`src/hdl/lzw_byte_compressor_top_defines.svh`:
```
// assertion macros for the lzw byte compressor
// used by lzw_byte_compressor_top only
`ifndef LZW_BYTE_COMPRESSOR_TOP_DEFINES_SVH
`define LZW_BYTE_COMPRESSOR_TOP_DEFINES_SVH
// implication checked on every rising clock edge outside reset
`define LZW_ASSERT_IMP(label, clk, rst, cond, prop, msg) \
   label: assert property (@(posedge clk) disable iff (rst) (cond) |-> (prop)) \
      else $error(msg);
// implication checked in the cycle after the condition
`define LZW_ASSERT_NEXT(label, clk, rst, cond, prop, msg) \
   label: assert property (@(posedge clk) disable iff (rst) (cond) |=> (prop)) \
      else $error(msg);
`endif

```
`src/hdl/lzwc_pkg.sv`:
```
// shared types and constants for the lzw byte compressor
// no dependencies
package lzwc_pkg;
   localparam int HashSlots  = 8192;
   localparam int MaxCodes   = 4096;
   localparam int SlotAw     = $clog2(HashSlots);
   localparam int SlotW      = 33;
   localparam logic [11:0] CodeReset = 12'd4095;
   localparam logic [11:0] CodeEnd   = 12'd4094;
   localparam logic [12:0] FirstFree = 13'd256;
   localparam logic [12:0] MaxFree   = (MaxCodes < 4094) ? 13'(MaxCodes) : 13'd4094;

   // emit request from the sequencer to the bit packer
   typedef struct packed {
      logic        code_req;
      logic        pad_req;
      logic [11:0] code;
      logic [3:0]  width;
      logic        last;
   } pack_cmd_type;

   // packer status to the sequencer
   typedef struct packed {
      logic busy;
   } pack_sts_type;

   // home slot of a 20-bit key
   function automatic logic [SlotAw-1:0] slot_home(input logic [19:0] key);
      logic [31:0] k;
      k = {12'd0, key};
      return SlotAw'((k ^ (k >> 7) ^ (k >> 13)) % HashSlots);
   endfunction
endpackage

```
`src/hdl/lzwc_packer.sv`:
```
// bit packer: shifts codes out msb first, one byte per transaction
// depends on lzwc_pkg
module lzwc_packer
   import lzwc_pkg::*;
(
   input  logic         clock,
   input  logic         reset,
   input  pack_cmd_type cmd,
   output pack_sts_type sts,
   output logic         rsp_valid,
   input  logic         rsp_ready,
   output logic [7:0]   rsp_out_byte,
   output logic         rsp_final_byte
);
   logic [18:0] acc_ff, acc_in;
   logic [4:0]  cnt_ff, cnt_in;
   logic        last_ff, last_in;
   logic        pad_ff, pad_in;
   logic        ov_ff, ov_in;
   logic [7:0]  ob_ff, ob_in;
   logic        of_ff, of_in;
   logic [4:0]  sh;
   logic [18:0] shifted;
   logic        take;

   assign take = ~ov_ff | rsp_ready;
   assign sh   = cnt_ff - 5'd8;
   assign shifted = acc_ff >> sh;

   // accumulate and drain one byte per cycle while the output register is free or taken
   always_comb begin
      acc_in  = acc_ff;
      cnt_in  = cnt_ff;
      last_in = last_ff;
      pad_in  = pad_ff;
      ov_in   = ov_ff & ~rsp_ready;
      ob_in   = ob_ff;
      of_in   = of_ff;
      if (cmd.code_req) begin
         acc_in  = (acc_ff << cmd.width) | 19'({7'd0, cmd.code} & ((19'd1 << cmd.width) - 19'd1));
         cnt_in  = cnt_ff + 5'(cmd.width);
         last_in = 1'b0;
      end else if (cmd.pad_req) begin
         pad_in  = 1'b1;
         last_in = cmd.last;
      end else if (take && cnt_ff >= 5'd8) begin
         ob_in  = shifted[7:0];
         of_in  = 1'b0;
         ov_in  = 1'b1;
         cnt_in = sh;
         acc_in = acc_ff & ((19'd1 << sh) - 19'd1);
      end else if (take && pad_ff) begin
         pad_in = 1'b0;
         if (cnt_ff != 5'd0) begin
            ob_in  = 8'(acc_ff << (5'd8 - cnt_ff));
            of_in  = last_ff;
            ov_in  = 1'b1;
            cnt_in = 5'd0;
            acc_in = 19'd0;
         end else if (last_ff) begin
            of_in = 1'b1;
         end
         last_in = 1'b0;
      end
   end

   // packer registers
   always_ff @(posedge clock) begin
      if (reset) begin
         acc_ff  <= '0;
         cnt_ff  <= '0;
         last_ff <= 1'b0;
         pad_ff  <= 1'b0;
         ov_ff   <= 1'b0;
      end else begin
         acc_ff  <= acc_in;
         cnt_ff  <= cnt_in;
         last_ff <= last_in;
         pad_ff  <= pad_in;
         ov_ff   <= ov_in;
      end
      ob_ff <= ob_in;
      of_ff <= of_in;
   end

   assign sts.busy      = ov_ff | pad_ff | (cnt_ff >= 5'd8);
   assign rsp_valid     = ov_ff;
   assign rsp_out_byte  = ob_ff;
   assign rsp_final_byte = of_ff;
endmodule

```
`config.mk`:
```
export PLATFORM = sky130hd
export DESIGN_NAME = lzwc_packer
export DESIGN_NICKNAME = d
export VERILOG_FILES = /design/src/hdl/lzw_byte_compressor_top_defines.svh /design/src/hdl/lzwc_pkg.sv /design/src/hdl/lzwc_packer.sv
export SDC_FILE = /design/constraint.sdc
export NUM_CORES = 1
export LEC_CHECK = 0
export BUFFER_PORTS_ARGS = -buffer_cell sky130_fd_sc_hd__buf_2
export CAP_MARGIN = 5
export CELL_PAD_IN_SITES_DETAIL_PLACEMENT = 0
export CELL_PAD_IN_SITES_GLOBAL_PLACEMENT = 1
export CORE_ASPECT_RATIO = 1.1
export CORE_MARGIN = 8
export CORE_UTILIZATION = 47
export DETAILED_ROUTE_END_ITERATION = 8
export PLACE_DENSITY = 0.81
export SKIP_CTS_REPAIR_TIMING = 1
export SLEW_MARGIN = 20
export SYNTH_ARGS = -nofsm -noshare
export SYNTH_HDL_FRONTEND = slang
export SYNTH_SLANG_ARGS = --single-unit
export TNS_END_PERCENT = 50
```
`constraint.sdc`:
```
create_clock -name clock -period 4.4 [get_ports clock]
set_clock_uncertainty 0.2 [all_clocks]
set_input_delay 1.32 -clock clock [delete_from_list [all_inputs] [get_ports clock]]
set_output_delay 1.32 -clock clock [all_outputs]
set_load 0.1 [all_outputs]
```
# Word-level counts from Yosys, hierarchy flattened
# Cells that the tools add are included.
# W data, S select, Z words.
# classes
add_sub_neg	5
order_cmp	1
eq_ne	2
n_shift	5
n_mux	25
bitwise_logic	11
n_reduce_logical	15
# ops
op	count
$mux W19	5
$sub A19 B1 Y19 const B	2
$mux W5	5
$mux W8	3
$and A12 B19 Y19	1
$and A19 B19 Y19	1
$or A19 B19 Y19	1
$shl A1 B4 Y19 const A	1
$shl A1 B5 Y19 const A	1
$shl A19 B4 Y19	1
$shl A19 B5 Y8	1
$shr A19 B5 Y8	1
$mux W1	12
$reduce_bool A3 Y1	3
$reduce_and A4 Y1	2
$reduce_and A3 Y1	2
$reduce_bool A2 Y1	3
$add A5 B4 Y5	1
$ge A5 B4 Y1 const B	1
$reduce_bool A5 Y1	1
$sub A4 B5 Y5 const A	1
$sub A5 B4 Y5 const B	1
$not A1 Y1	4
$or A1 B1 Y1	3
6 further kinds	7
# word_totals
regBits	36
input_bits	22
out_inout_bits	11

# Longest topological paths before layout
# logic_depth
word_depth	7
ltp_mapped	15

# Worst setup path after synthesis
# OpenSTA, ideal clock, no wires.
# synth_timing
kind	flip-flop to output port
startpoint	reg cnt_ff[0]
endpoint	out sts
arrival_ns	2.362
path_slack_ns	0.518
path_stages_with_launch	8
path_buffers	2
cell_sequence	dfxtp_1 -> buf_2 -> clkinv_1 -> clkbuf_1 -> ha_1 -> nand4bb_1 -> nand2_1 -> or3_1
# synth_via
elab_chain_cells	2
# synth_lines
element	line_no	text
start, declared	lzwc_packer.sv:16	logic [4:0] cnt_ff, cnt_in;
start signal, assigned	lzwc_packer.sv:77	cnt_ff <= cnt_in;
$ge A5 B4 Y1	lzwc_packer.sv:86	assign sts.busy = ov_ff | pad_ff | (cnt_ff >= 5'd8);
$or A1 B1 Y1	lzwc_packer.sv:86	
end, declared	lzwc_packer.sv:9	output pack_sts_type sts,
# No other way between the ends.

# Worst setup path in the final report
# Same ends and word-level chain as after synthesis.

==> results.md <==
* Sequential share of power at 29.8%
* Post-synthesis register bit count at 36
* Drt pass-1 iters at 7
* Tot Pwr at 1411 uW
* Vias in the first global route at 4268
* Crit path cell chain: clkinv_1, buf_4, ha_1, nand4bb_1, nand2_1, or3_1, buf_2
* Post-route minimum period at 3.583 ns
* Max-cap violation count at 0
* Drt first-iter violations at 455
* Antenna fix cells at 0
* Final Net Count at 585
* Status: finished clean
* Fmax at 0.2791 GHz
* Clock buffer depth at 2
* Post-Syn Area per Cell at 7.985 um2
* WP data arrival at 2.06 ns
* Reg2reg start: cnt_ff[0]
* Syn nets at 588
* Most common cell in the netlist: nand2_1
* Gr busiest metal: met2
* Worst slew margin at 50.49%
* Total grt overflow at 0
* Clock Sinks at 36
* Drc violations at 0
* CTS H-tree depth at 2
* Sequential fraction of the synthesis area at 18.39%
* Cell Area, Synth at 0.004408 mm2
* Complex-gate fraction of the synthesized area at 24.95%
* First-pass GRT wire length at 23540 um
* Leak at 0.001732 uW
* Sum Neg Setup Slack at 0 ns
* Yosys warns at 0
* Async S/R FF share, synth at 0%
* GRT met2 Usage at 34.68%
* Starting Density at 47.61%
* Die span in y at 117.6 um
* Slowest cell on the critical path: dfxtp_1
* Largest net degree at the start of global routing at 42
* Period utilisation layout at 81.44%
* Post-synthesis simple-gate area fraction at 20.86%
* Crit Path Class: flop to output pin
* Crit-path leading delay family: simple AND/OR/NAND/NOR gates
* Clock network power share at 16.8%
* Synth Area in Adders at 4.144%
* Data required, critical path at 2.88 ns
* Yosys cell types at 69
* Post-synthesis xor/xnor area fraction at 1.192%
* ANT nets after route at 0
* Cell area after layout at 0.004657 mm2
* Tightest Hold Check Type: flop to flop
* Largest cells by area after synthesis: dfxtp_1, mux4_2, mux2i_1, edfxtp_1, nand2_1
* Synth area leader: dfxtp_1
* Final WL at 14350 um
* CP startpoint kind: flop
* Post-synth EDFFs at 9
* Die W at 108.3 um
* Total core area at 0.009259 mm2
* Peak supply drop at 0.1304 mV
* Gpl congestion at 0.9150
* Hold Crit Endpoint: pad_ff
* Post-synthesis mux area share at 22.65%
* Crit Path Max Fanout at 17
* Die Footprint at 0.01274 mm2
* FF-to-FF setup slack at 0.82 ns
* Post-synth top area share at 12.26%
* Rows at 37
* IO Pins at 33
* Comb pwr share at 53.4%
* Worst hold margin at 0.3551 ns
* Commonest cells post-synth: nand2_1, mux2i_1, nor2_1, clkbuf_1
* Largest family of logic cells by synthesized area: compound AO/OA/AOI/OAI gates
* Pwr dens at 302.9 mW/mm2
* Min-delay src: pad_ff
* Power Internal at 749.6 uW
* I/O Buffers at 32
* TritonCTS clock tree: done
* Area of placed instances at 0.004581 mm2
* DR vias/cell at 6.821
* Met1 usage at 30.97%
* Final setup viols at 0
* Crit Reg-Reg Endpoint: acc_ff[8]
* CP Capture Type: output pin
* Post-route setup slack at 0.8168 ns
* Sw power at 661.0 uW
* Endpoints failing hold at 0
* GRT met3 Usage at 2.738%
* Root Buffer: clkbuf_8
* Most used DFF post-synth: dfxtp_1
* Vias post-DR at 4543
* Clock latency on the worst-skew pair at 0.30 ns
* CTS buffer count at 5
* GRT Overall Usage at 22.73%
* Sw Share at 46.86%
* WL/cell at 21.55 um
* RSZ-0062 raised after global routing: no
* DP HPWL at 10510 um
* Reg2Reg Depth at 11
* Initial antenna violation count at 0
* Fin. max-slew vios at 0
* Area grow syn2layout at 5.649%
* Hold Crit Depth at 2
* Clock transition at path regs at 0.08 ns
* Measured slew at the worst slew-check pin at 0.7392 ns
* CP peak stage delay at 0.34 ns
* Buf/Inv on CP at 3
* Synth Instances at 552
* Share of post-route cells with drive strength above 1 at 17.85%
* Setup WS pre-CTS at 0.6913 ns
-- area by class of cell --
class / instances / area, um2
flip-flops and latches: 36 / 810.8
inverters: 22 / 82.58
clock buffers: 7 / 76.32
fillers: 959 / 4602
well taps: 117 / 146.4
multi-input cells: 435 / 3253
repair buffers: 49 / 287.8
-- sequential cells by signal, summed over array words and instances (netlist names) --
register / flops
rsp_valid: 1
acc_ff: 19
rsp_out_byte: 8
pad_ff: 1
rsp_final_byte: 1
cnt_ff: 5
last_ff: 1
-- cells in the final DEF (no fill, tap or decap), types with 5 or more instances in the layout --
cell type	n
edfxtp_1	9
dfxtp_1	27
nand2b_1	9
buf_4	17
mux2_2	14
buf_2	32
nor3_1	11
o31ai_1	6
nand2_1	55
and2_1	7
o32ai_1	8
a21oi_1	33
o21ai_0	33
clkbuf_8	5
inv_1	18
mux4_2	20
nand3_1	14
o22ai_1	10
mux2i_1	39
a21o_1	6
o211ai_1	10
a31oi_1	7
ha_1	13
or3_1	5
nor2_1	38
nor2b_1	8
nand4_1	8
a211oi_1	5
-- layer usage --
layer  routed length (um)  vias to the layer above
met5                    0                        -
met4                  597                        0
met3                 1050                       43
met2                 6643                      259
met1                 6060                     2161
li1                     -                     2080
-- tightest hold or removal path, cell delays in order, from the launching register on --
cell,delay (ns)
dfxtp_1,0.37
o31ai_1,0.08
a21oi_1,0.06
-- cell families after synthesis --
| logic type | Yosys count |
|---|---|
| adders and majority gates | 14 |
| muxes | 73 |
| and+or+nand+nor | 182 |
| AOI/OAI and AO/OA | 160 |
| buffers and inverters | 81 |
| DFF | 36 |
| xor gates and xnor gates | 6 |
-- metrics by stage --
stage / instances / utilization, %
global route: 666 / 50.30
detailed placement: 659 / 49.47
floorplan: 552 / -
finish: 666 / 50.30
CTS: 666 / 50.30
global placement: 659 / 49.47
-- power by group through the flow --
stage / registers (uW) / clock network [uW] / logic, uW
6_report: 421 / 237 / 753
5_1_grt: 424 / 251 / 809
4_1_cts: 418 / 240 / 738
3_5_place_dp: 426 / 0 / 734
3_3_place_gp: 424 / 0 / 733
2_1_floorplan: 443 / 0 / 531
-- worst max path at each step --
| stage | slack, ns | endpoint | depth (start not counted) | startpoint |
|---|---|---|---|---|
| finish | 0.82 | sts | 7 | cnt_ff[0] |
| global route | 0.63 | acc_ff[8] | 11 | cnt_ff[0] |
| CTS | 0.81 | sts | 7 | cnt_ff[0] |
| detailed placement | 0.69 | acc_ff[10] | 8 | cmd[2] |
| global placement | 0.69 | acc_ff[8] | 7 | cmd[2] |
| floorplan | 0.52 | sts | 7 | cnt_ff[0] |
(Power assumes the default switching activity.)
